--- config.mk ---
export PLATFORM = sky130hd
export DESIGN_NAME = bcd_cell_time_accumulator_core
export DESIGN_NICKNAME = d
export VERILOG_FILES = /design/src/rtl/core/bcta_pkg.sv /design/src/rtl/core/bcta_core_top.sv /design/src/rtl/core/bcta_front.sv /design/src/rtl/core/bcta_queue.sv /design/src/rtl/core/bcta_back.sv
export SDC_FILE = /design/constraint.sdc
export NUM_CORES = 2
export LEC_CHECK = 0
export ABC_AREA = 1
export BUFFER_PORTS_ARGS = -buffer_cell sky130_fd_sc_hd__buf_2
export CORE_MARGIN = 1
export CORE_UTILIZATION = 30
export DETAILED_ROUTE_END_ITERATION = 8
export GPL_ROUTABILITY_DRIVEN = 0
export PLACE_DENSITY = 0.48
export SLEW_MARGIN = 20
export SYNTH_ARGS = -nofsm -noshare
export SYNTH_HDL_FRONTEND = slang
export SYNTH_SLANG_ARGS = --single-unit
--- constraint.sdc ---
create_clock -name clk -period 10.7 [get_ports clk]
set_input_delay 2.14 -clock clk [delete_from_list [all_inputs] [get_ports clk]]
set_output_delay 2.14 -clock clk [all_outputs]
set_load 0.05 [all_outputs]
--- src/rtl/core/bcta_pkg.sv ---
// bcta_pkg: shared types, constants and the bcd digit decode for the cell time accumulator
// no dependencies

package bcta_pkg;

  localparam int NS_W    = 49;
  localparam int COUNT_W = 24;
  localparam int QUOT_W  = 24;

  localparam logic [24:0] NTSC_QUOT    = 25'd33366666;
  localparam logic [25:0] PAL_NS       = 26'd40000000;
  localparam logic [31:0] THIRD_RECIP  = 32'hAAAAAAAB;
  localparam logic [7:0]  BCD_MAX      = 8'd99;
  localparam logic [23:0] HOUR_FRAMES  = 24'd108000;
  localparam logic [23:0] MIN_FRAMES   = 24'd1800;
  localparam logic [23:0] SEC_FRAMES   = 24'd30;
  localparam logic [62:0] NS_MAX       = 63'h7FFF_FFFF_FFFF_FFFF;
  localparam logic [8:0]  PROG_MAX     = 9'd255;
  localparam logic [8:0]  CHAPTER_BASE = 9'd2;

  typedef struct packed {
    logic [NS_W-1:0] ns;
    logic            program_end;
    logic            title_start;
  } cell_t;

  function automatic logic [7:0] bcd_byte(input logic [7:0] b);
    logic [7:0] hi;
    logic [7:0] lo;
    hi = {4'd0, b[7:4]};
    lo = {4'd0, b[3:0]};
    return (hi << 3) + (hi << 1) + lo;
  endfunction

endpackage

--- src/rtl/core/bcta_core_top.sv ---
// Cell time accumulator: one cell request is accepted per clock while the queue has room, so
// the sustained rate is one cell per cycle. A cell takes two front stages (bcd decode and frame
// count, then the nanosecond multiply) before it enters the queue, and the back accumulates one
// queued cell per cycle with a saturating add; a result is registered when the back takes the last
// cell of a program. The queue of QUEUE_DEPTH entries, counted together with the cells
// still in the front stages, sets when in_stall rises; a stalled result only holds back cells
// that end a program. After reset the block takes requests at once.
// depends on bcta_pkg, bcta_front, bcta_queue, bcta_back

module bcd_cell_time_accumulator_core #(
  parameter int QUEUE_DEPTH = 4
) (
  input  logic        clk,
  input  logic        rst,
  input  logic        in_valid,
  output logic        in_stall,
  input  logic [1:0]  cell_kind,
  input  logic [31:0] bcd_time,
  input  logic        program_end,
  input  logic        title_start,
  output logic        out_valid,
  input  logic        out_stall,
  output logic [62:0] running_ns,
  output logic [8:0]  chapter_number
);

  localparam int CW = $clog2(QUEUE_DEPTH+1);
  localparam logic [CW+1:0] DEPTH_C = (CW+2)'(QUEUE_DEPTH);

  logic                 accept;
  logic                 push;
  bcta_pkg::cell_t      push_cell;
  logic [1:0]           inflight;
  logic                 pop;
  bcta_pkg::cell_t      head;
  logic                 nonempty;
  logic [CW-1:0]        q_count;
  logic [CW+1:0]        occupancy;

  assign occupancy = {2'b00, q_count} + {{CW{1'b0}}, inflight};
  assign in_stall  = (occupancy >= DEPTH_C);
  assign accept    = in_valid && !in_stall;

  bcta_front u_front (
    .clk         (clk),
    .rst         (rst),
    .accept      (accept),
    .cell_kind   (cell_kind),
    .bcd_time    (bcd_time),
    .program_end (program_end),
    .title_start (title_start),
    .push        (push),
    .entry       (push_cell),
    .inflight    (inflight)
  );

  bcta_queue #(
    .DEPTH (QUEUE_DEPTH)
  ) u_queue (
    .clk       (clk),
    .rst       (rst),
    .push      (push),
    .push_cell (push_cell),
    .pop       (pop),
    .head      (head),
    .nonempty  (nonempty),
    .count     (q_count)
  );

  bcta_back u_back (
    .clk            (clk),
    .rst            (rst),
    .head           (head),
    .nonempty       (nonempty),
    .pop            (pop),
    .out_valid      (out_valid),
    .out_stall      (out_stall),
    .running_ns     (running_ns),
    .chapter_number (chapter_number)
  );

  a_occupancy: assert property (@(posedge clk) disable iff (rst) occupancy <= DEPTH_C)
    else $error("queued and in-flight cells exceed queue depth");
  a_accept_lands: assert property (@(posedge clk) disable iff (rst) accept |=> ##1 push)
    else $error("accepted cell did not reach the queue");

endmodule

--- src/rtl/core/bcta_front.sv ---
// bcta_front: decodes each accepted cell and converts its playback time to nanoseconds
// two register stages; depends on bcta_pkg

module bcta_front (
  input  logic                clk,
  input  logic                rst,
  input  logic                accept,
  input  logic [1:0]          cell_kind,
  input  logic [31:0]         bcd_time,
  input  logic                program_end,
  input  logic                title_start,
  output logic                push,
  output bcta_pkg::cell_t     entry,
  output logic [1:0]          inflight
);

  logic [7:0] hours;
  logic [7:0] minutes;
  logic [7:0] seconds;
  logic [7:0] frames;
  logic       has_time;
  logic [bcta_pkg::COUNT_W-1:0] count_next;

  logic                         v1;
  logic [bcta_pkg::COUNT_W-1:0] count1;
  logic                         ntsc1;
  logic                         time1;
  logic                         end1;
  logic                         start1;

  logic [24:0]                 recip_y;
  logic [56:0]                 recip_prod;
  logic [bcta_pkg::NS_W-1:0]   main_next;

  logic                         v2;
  logic [bcta_pkg::NS_W-1:0]    main2;
  logic [bcta_pkg::QUOT_W-1:0]  quot2;
  logic                         end2;
  logic                         start2;

  always_comb begin
    hours    = bcta_pkg::bcd_byte(bcd_time[31:24]);
    minutes  = bcta_pkg::bcd_byte(bcd_time[23:16]);
    seconds  = bcta_pkg::bcd_byte(bcd_time[15:8]);
    frames   = bcta_pkg::bcd_byte({2'b00, bcd_time[5:0]});
    has_time = !cell_kind[1] && bcd_time[6] && (hours <= bcta_pkg::BCD_MAX) &&
               (minutes <= bcta_pkg::BCD_MAX) && (seconds <= bcta_pkg::BCD_MAX);
    count_next = {16'd0, hours} * bcta_pkg::HOUR_FRAMES +
                 {16'd0, minutes} * bcta_pkg::MIN_FRAMES +
                 {16'd0, seconds} * bcta_pkg::SEC_FRAMES + {16'd0, frames};
  end

  // ntsc: count * 1001000000 / 30 split as count * quot + (2 * count + 1) / 3
  always_comb begin
    recip_y    = {count1, 1'b1};
    recip_prod = {32'd0, recip_y} * {25'd0, bcta_pkg::THIRD_RECIP};
    if (ntsc1) begin
      main_next = {25'd0, count1} * {24'd0, bcta_pkg::NTSC_QUOT};
    end else begin
      main_next = {25'd0, count1} * {23'd0, bcta_pkg::PAL_NS};
    end
  end

  always_ff @(posedge clk) begin
    if (rst) begin
      v1 <= 1'b0;
      v2 <= 1'b0;
    end else begin
      v1 <= accept;
      v2 <= v1;
    end
  end

  always_ff @(posedge clk) begin
    count1 <= count_next;
    ntsc1  <= bcd_time[7];
    time1  <= has_time;
    end1   <= program_end;
    start1 <= title_start;
    main2  <= time1 ? main_next : '0;
    quot2  <= (time1 && ntsc1) ? recip_prod[56:33] : '0;
    end2   <= end1;
    start2 <= start1;
  end

  assign push              = v2;
  assign entry.ns          = main2 + {{(bcta_pkg::NS_W-bcta_pkg::QUOT_W){1'b0}}, quot2};
  assign entry.program_end = end2;
  assign entry.title_start = start2;
  assign inflight          = {1'b0, v1} + {1'b0, v2};

endmodule

--- src/rtl/core/bcta_queue.sv ---
// bcta_queue: short first-in first-out queue of converted cells between front and back
// register array with one read pointer; depends on bcta_pkg

module bcta_queue #(
  parameter int DEPTH = 4
) (
  input  logic                          clk,
  input  logic                          rst,
  input  logic                          push,
  input  bcta_pkg::cell_t               push_cell,
  input  logic                          pop,
  output bcta_pkg::cell_t               head,
  output logic                          nonempty,
  output logic [$clog2(DEPTH+1)-1:0]    count
);

  localparam int PW = (DEPTH > 1) ? $clog2(DEPTH) : 1;
  localparam int CW = $clog2(DEPTH+1);
  localparam logic [PW-1:0] LAST   = PW'(DEPTH - 1);
  localparam logic [CW-1:0] FULL_C = CW'(DEPTH);

  bcta_pkg::cell_t entries [DEPTH];
  logic [PW-1:0]   wr_ptr;
  logic [PW-1:0]   rd_ptr;
  logic            full;

  assign nonempty = (count != '0);
  assign full     = (count == FULL_C);
  assign head     = entries[rd_ptr];

  always_ff @(posedge clk) begin
    if (rst) begin
      wr_ptr <= '0;
      rd_ptr <= '0;
      count  <= '0;
    end else begin
      if (push) begin
        wr_ptr <= (wr_ptr == LAST) ? '0 : wr_ptr + PW'(1);
      end
      if (pop) begin
        rd_ptr <= (rd_ptr == LAST) ? '0 : rd_ptr + PW'(1);
      end
      if (push && !pop) begin
        count <= count + CW'(1);
      end else if (pop && !push) begin
        count <= count - CW'(1);
      end
    end
  end

  always_ff @(posedge clk) begin
    if (push) begin
      entries[wr_ptr] <= push_cell;
    end
  end

  a_no_overflow: assert property (@(posedge clk) disable iff (rst) push |-> !full)
    else $error("queue written while full");
  a_no_underflow: assert property (@(posedge clk) disable iff (rst) pop |-> nonempty)
    else $error("queue read while empty");

endmodule

--- src/rtl/core/bcta_back.sv ---
// bcta_back: saturating accumulation of cell times and the result register
// takes cells from the queue head; depends on bcta_pkg

module bcta_back (
  input  logic              clk,
  input  logic              rst,
  input  bcta_pkg::cell_t   head,
  input  logic              nonempty,
  output logic              pop,
  output logic              out_valid,
  input  logic              out_stall,
  output logic [62:0]       running_ns,
  output logic [8:0]        chapter_number
);

  logic [62:0] total;
  logic [8:0]  prog_count;
  logic [62:0] base;
  logic [63:0] sum;
  logic [62:0] total_next;
  logic [8:0]  prog_base;
  logic [8:0]  prog_count_next;
  logic        out_valid_next;

  always_comb begin
    base       = head.title_start ? '0 : total;
    prog_base  = head.title_start ? '0 : prog_count;
    sum        = {1'b0, base} + {{(64-bcta_pkg::NS_W){1'b0}}, head.ns};
    total_next = sum[63] ? bcta_pkg::NS_MAX : sum[62:0];
    pop        = nonempty && (!head.program_end || !out_valid || !out_stall);
  end

  always_comb begin
    prog_count_next = prog_count;
    out_valid_next  = out_valid;
    if (out_valid && !out_stall) begin
      out_valid_next = 1'b0;
    end
    if (pop) begin
      prog_count_next = prog_base;
      if (head.program_end) begin
        out_valid_next = 1'b1;
        if (prog_base < bcta_pkg::PROG_MAX) begin
          prog_count_next = prog_base + 9'd1;
        end
      end
    end
  end

  always_ff @(posedge clk) begin
    if (rst) begin
      total      <= '0;
      prog_count <= '0;
      out_valid  <= 1'b0;
    end else begin
      if (pop) begin
        total <= total_next;
      end
      prog_count <= prog_count_next;
      out_valid  <= out_valid_next;
    end
  end

  always_ff @(posedge clk) begin
    if (pop && head.program_end) begin
      running_ns     <= total_next;
      chapter_number <= prog_base + bcta_pkg::CHAPTER_BASE;
    end
  end

  a_prog_sat: assert property (@(posedge clk) disable iff (rst)
    prog_count <= bcta_pkg::PROG_MAX)
    else $error("program count beyond saturation");
  a_no_overwrite: assert property (@(posedge clk) disable iff (rst)
    (out_valid && out_stall) |-> !(pop && head.program_end))
    else $error("pending result overwritten");

endmodule

# Yosys cells after proc, flatten, opt, wreduce, memory -nomap -nowiden
# Memory sizes are Yosys's and may differ from the RTL's. A register that Yosys moved wholly into a read port is not among the register bits.
# Index checks and enable logic that the tools add are counted.
[op_classes]
addsub = 21
multipliers = 6
order_cmp = 5
eq_ne = 2
mux = 17
n_reduce_logical = 23
[ops]
columns = ["op", "count"]
rows = [
  ["two-way mux 63 bit", 2],
  ["adder 63 x 49 -> 64 bit", 1],
  ["multiplier 25 x 32 -> 57 bit (second input constant)", 1],
  ["adder 49 x 24 -> 49 bit", 1],
  ["two-way mux 49 bit", 1],
  ["multiplier 24 x 24 -> 48 bit (second input constant)", 1],
  ["multiplier 24 x 17 -> 40 bit (second input constant)", 1],
  ["adder 8 x 4 -> 8 bit", 4],
  ["two-way mux 9 bit", 3],
  ["adder 24 x 13 -> 24 bit", 1],
  ["adder 24 x 19 -> 24 bit", 1],
  ["adder 24 x 8 -> 24 bit", 1],
  ["adder 7 x 5 -> 8 bit", 3],
  ["less-or-equal comparator 8 x 7 -> 1 bit (second input constant)", 3],
  ["multiplier 8 x 12 -> 19 bit (second input constant)", 1],
  ["multiplier 8 x 8 -> 16 bit (second input constant)", 1],
  ["multiplier 8 x 4 -> 12 bit (second input constant)", 1],
  ["logical AND 1 bit", 11],
  ["adder 9 x 1 -> 9 bit (second input constant)", 1],
  ["adder 9 x 2 -> 9 bit (second input constant)", 1],
  ["< comparator 9 x 8 -> 1 bit (second input constant)", 1],
  ["two-way mux 2 bit", 4],
  ["logical NOT 1 bit", 7],
  ["adder 5 x 3 -> 6 bit", 1],
  ["other kinds (13)", 21],
]
[word_totals]
reg_bits = 257
ramBits = 204
input_bits = 40
out_inout_bits = 74
word_cells = 95
n_memories = 1
[mem_list]
columns = ["memory", "depth", "word_bits", "read_ports", "rd_clocked_by_memory_dff", "write_ports", "line", "source"]
rows = [
  ["u_queue.entries", 4, 51, 1, 1, 1, "bcta_queue.sv:22", "bcta_pkg::cell_t entries [DEPTH];"],
]

# Logic depth before layout (Yosys ltp)
[depth]
word_depth = 7
ltp_mapped = 37
mapped_depth_nobuf = 37

# By module
# From an unflattened synthesis, not the netlist that was laid out.
[hier_totals]
cells_unflattened = 7355
hier_area_um2 = 58025.7
[modules_own_cells]
columns = ["mod", "instances", "cells_per_inst", "area_per_inst_um2", "seq_area_each_um2"]
rows = [
  ["bcta_front", 1, 4953, 38655.8, 2082.0],
  ["bcta_back", 1, 1843, 11269.6, 3623.5],
  ["bcta_queue", 1, 553, 8060.2, 6306.0],
  ["bcd_cell_time_accumulator_core", 1, 6, 40.0, 0.0],
]

# Least setup slack after synthesis
# No wires, ideal clock.
[synth_timing]
path_type = "input to register"
startpoint = "in bcd_time[27]"
endpoint = "reg u_front.count1[22] in the netlist's numbering"
setup_time_ns = 0.113
t_arrival_ns = 9.019
required_ns = 10.587
slack_ns = 1.568
stages = 32
n_path_buf = 0
cell_sequence = "inv_1 > fa_1 > inv_1 > ha_1 > nand2_1 > nor2_1 > a211oi_1 > or2_2 > a21oi_1 > fa_1 > inv_1 > fa_1 > fa_1 > inv_1 > fa_1 > inv_1 > ha_1 > a21o_1 > a21oi_1 > o21ai_0 > xor2_1 > ha_1 > ha_1 > ha_1 > a21oi_1 > o21ai_0 > a221oi_1 > nand3_1 > nand2_1 > nand2_1 > nand3b_1 > nand2_1"
[synth_between]
elab_chain_len = 5
[synth_rtl]
columns = ["item", "line", "source"]
rows = [
  ["from (decl)", "bcta_core_top.sv:18", "input logic [31:0] bcd_time,"],
  ["adder 8 x 4 -> 8 bit", "bcta_pkg.sv:32", "return (hi << 3) + (hi << 1) + lo;"],
  ["multiplier 8 x 12 -> 19 bit", "bcta_front.sv:48", "count_next = {16'd0, hours} * bcta_pkg::HOUR_FRAMES +"],
  ["adder 24 x 19 -> 24 bit", "bcta_front.sv:48", ""],
  ["adder 24 x 13 -> 24 bit", "bcta_front.sv:49", "{16'd0, minutes} * bcta_pkg::MIN_FRAMES +"],
  ["adder 24 x 8 -> 24 bit", "bcta_front.sv:50", "{16'd0, seconds} * bcta_pkg::SEC_FRAMES + {16'd0, frames};"],
  ["net u_front.count_next, one bit", "bcta_front.sv:22", "logic [bcta_pkg::COUNT_W-1:0] count_next;"],
  ["to (signal assigned)", "bcta_front.sv:75", "count1 <= count_next;"],
  ["to (decl)", "bcta_front.sv:25", "logic [bcta_pkg::COUNT_W-1:0] count1;"],
]
# The timed path passes the listed nets, and every way through them passes these cells.
# A chain may end at the register's enable or synchronous reset.

# Worst setup path in the final report
[layout_timing]
startpoint = "in bcd_time[28]"
endpoint = "reg u_front.count1[23] in the netlist's numbering"
[layout_between]
elab_chain_len = 6
[layout_rtl]
columns = ["item", "line"]
rows = [
  ["adder 7 x 5 -> 8 bit", "bcta_pkg.sv:32"],
  ["adder 8 x 4 -> 8 bit", "bcta_pkg.sv:32"],
  ["multiplier 8 x 12 -> 19 bit", "bcta_front.sv:48"],
  ["adder 24 x 19 -> 24 bit", "bcta_front.sv:48"],
  ["adder 24 x 13 -> 24 bit", "bcta_front.sv:49"],
  ["adder 24 x 8 -> 24 bit", "bcta_front.sv:50"],
  ["net u_front.count_next, one bit", "bcta_front.sv:22"],
]
# The timed path passes the listed nets, and every way through them passes these cells.

==> impl_results.md <==
- Outcome: completed
- Synth Area in XOR/XNOR: 2.86%
- Via/cell ratio: 4.72
- IO Count: between 100 and 150
- Tcrit/Tclk final: 84.8%
- Critical R2R Launch: u_front.count1[14]
- Crit end category: flip-flop
- Crit path kind: in -> reg
- Drt drc: 0
- Met3 routed WL: ~6.6 mm
- Max-Cap Viols: 0
- FILL cells: 19419
- Leading area contributor after synthesis: fa_1
- NumNets Final: around 8400
- Clock Skew: around 0.05 ns
- Pre-CTS setup slack: approximately 0.95 ns
- Grt ovf: 0
- Post-CTS resize count: 0
- Most common cell on crit path: fa_1
- Worst reg2reg path endpoint: u_front.quot2[11]
- Cells after synthesis: 6777
- Number of synthesized flops with an enable pin: 276
- Syn-to-layout area delta: 10.3%
- Placed Area: 59400 µm²
- GRT Total Usage: between 10% and 20%
- Detailed Routing Iterations Pass 1: 6
- H-tree depth: 2
- Reg2Reg Setup Slack: 3.46 ns
- Num CTS Buffers: 55
- # hold bufs at CTS: 0
- Post-synthesis sequential area ratio: 21.6%
- Endpoints failing setup: 0
- Die Area: 187000 µm²
- Tmin final: 9.07 ns
- Critical Path Sink: u_front.count1[23]
- FMAX: 0.110 GHz
- ANT nets after route: 0
- Startpoint types: input pin
- Setup TNS: 0 ns
- Asr flop ratio synth: 0%
- Most common cell after layout, fill and taps aside: inv_1
- CP required: 11.23 ns
- Critical Path Max Stage Delay: between 0.5 and 0.6 ns
- Die span in y: 433 µm
- Most frequent cells in the layout: inv_1, nand2_1, ha_1, nor2_1, fa_1
- Critical path peak fanout: 6
- Yosys cell types: 50
- Final instance area: between 60000 and 70000 µm²
- Largest family of logic cells by synthesized area: adder cells
- Final Routed Wirelength: 175 mm
- Routed WL per cell: 18.6 µm
- Post-Syn Area: approximately 56000 µm²
- Length of routed wiring on met1: 77.3 mm
- Root buf cell: clkbuf_16
- Highest Signal Layer: met5
- Final Hold Fails: 0
- Vias in the first global route: 45679
- CTS max path bufs: 3
- Reg area: 12000 µm²
- Slowest CP cell: fa_1
- Row count: roughly 160
- Top FF cell, synth: edfxtp_1
- Simple-gate share of the synthesized area: 16.1%
- Normalized max-slew margin: ~30%
- CTS tree: yes
- Chip Width: ~430 µm
- Yosys warnings: 0
- Worst Reg2Reg Path Length in Cells: 23
- WL met2: between 80 and 90 mm
- DP Wirelength: 148 mm
- Largest net degree at the start of global routing: 106
- Number of port buffers: 112
- Multiplexer share of the synthesized area: 0%
- Area taken by multi-input logic gates: approximately 38000 µm²
- Actual slew at the worst max-slew pin: 1.05 ns
- Initial antenna violation count: 4
- Via count: 44483
- Post-synth top area share: 20.2%
- DRT iter0 DRCs: about 2700
- Initial Util: just over 30%
- Final setup margin: between 1.5 and 2 ns
- RSZ-0062 raised after global routing: false
- Clk slew on worst S/H paths: 0.06 ns
- Final core utilization: 33.4%
- Core region area: around 180000 µm²
- Final Slew Violations: 0
- Clock sink count: 462
- Clock Latency Late Sink: 0.68 ns
- First-pass GRT wire length: 270 mm
- Compound-Gate Fraction of Synth Area: 9.31%
- Avg Synthesized Cell Area: ~8.2 µm²
- FF+latch count, synth: 462
- Post-CTS setup buffer count: 0
- Share of layout cells above drive strength 1: 4.28%
- HP Class: reg -> reg
- Synthesized-area fraction occupied by adder cells: 39.6%
- Mapped Nets: about 8000
- Area contributors post-synth: fa_1, ha_1, edfxtp_1
- CP startpoint: bcd_time[28]
- CP arrival: 9.60 ns
==> cell usage after synthesis (all sizes together) (61+ instances only) <==
library cell and count:
a21oi 411, clkbuf 61, dfxtp 186, edfxtp 276
fa 561, ha 867, inv 1459, nand2 1098
nand3 251, nor2 703, o21ai 361, xor2 129
==> flip-flops by register name, indices dropped and copies added, names as in the netlist, named ones only <==
| name | count |
|---|---|
| u_front.push | 1 |
| u_front.main2 | 48 |
| u_back.prog_count | 9 |
| u_queue.wr_ptr | 2 |
| u_front.quot2 | 24 |
| u_queue.rd_ptr | 2 |
| u_queue.count | 3 |
| u_front.start1 | 1 |
| u_back.running_ns | 63 |
| u_front.time1 | 1 |
| u_queue.entries | 204 |
| u_front.count1 | 24 |
| u_back.chapter_number | 9 |
| u_front.end1 | 1 |
| u_back.total | 63 |
| u_front.start2 | 1 |
| u_front.v1 | 1 |
| u_back.out_valid | 1 |
| u_front.end2 | 1 |
| u_front.ntsc1 | 1 |
==> worst max-delay path: cells and delay by family <==
family                   cells  cell delay [ns]
AO/OA/AOI/OAI                3             0.64
XOR/XNOR                     2             0.47
adder cells (fa/ha/maj)     10             4.38
buffers and inverters        6             0.56
AND/OR/NAND/NOR              9             1.40
==> how the worst min path moves through the flow <==
stage / depth (start not counted) / slack, ns / end / start
after floorplan: 0 / 0.31 / u_front.end2 / u_front.end1
after global placement: 0 / 0.32 / u_front.start2 / u_front.start1
after detailed placement: 0 / 0.32 / u_front.start2 / u_front.start1
after CTS: 0 / 0.34 / u_front.start2 / u_front.start1
after global routing: 0 / 0.34 / u_front.end2 / u_front.end1
final: 0 / 0.33 / u_front.end2 / u_front.end1
==> routing by layer <==
layer  GRT usage, %  vias to the layer above
met5              0                        -
met4           5.92                        4
met3           1.81                      228
met2           33.4                      927
met1           23.9                    21386
li1               -                    21938
==> layout make-up <==
type                       count  area share, %
timing repair buffer         168           1.60
sequential                   462           19.6
antenna                        1        0.00407
multi-input combinational   4770           61.6
clock inverter                39          0.868
clock buffer                  65           2.43
tap                         2464           5.02
inverter                    1460           8.93
==> stage by stage <==
step | cells | hold WS [ns]
final | 9429 | 0.334
after floorplan | 6777 | 0.310
after global placement | 9324 | 0.318
after global routing | 9429 | 0.339
after CTS | 9428 | 0.339
after detailed placement | 9324 | 0.325
==> logic make-up (layout without fill, tap and decap cells) <==
kind of cell,Yosys count,after routing
and+or+nand+nor,2202,2202
DFF,462,462
buffers and inverters,1545,1732
AOI/OAI and AO/OA,958,958
xor gates and xnor gates,182,182
adders and majority gates,1428,1428
other,0,1
Power is left out: the tool's default activity adds up to more than one toggle a clock period on the data nets, which glitch-free logic cannot reach.
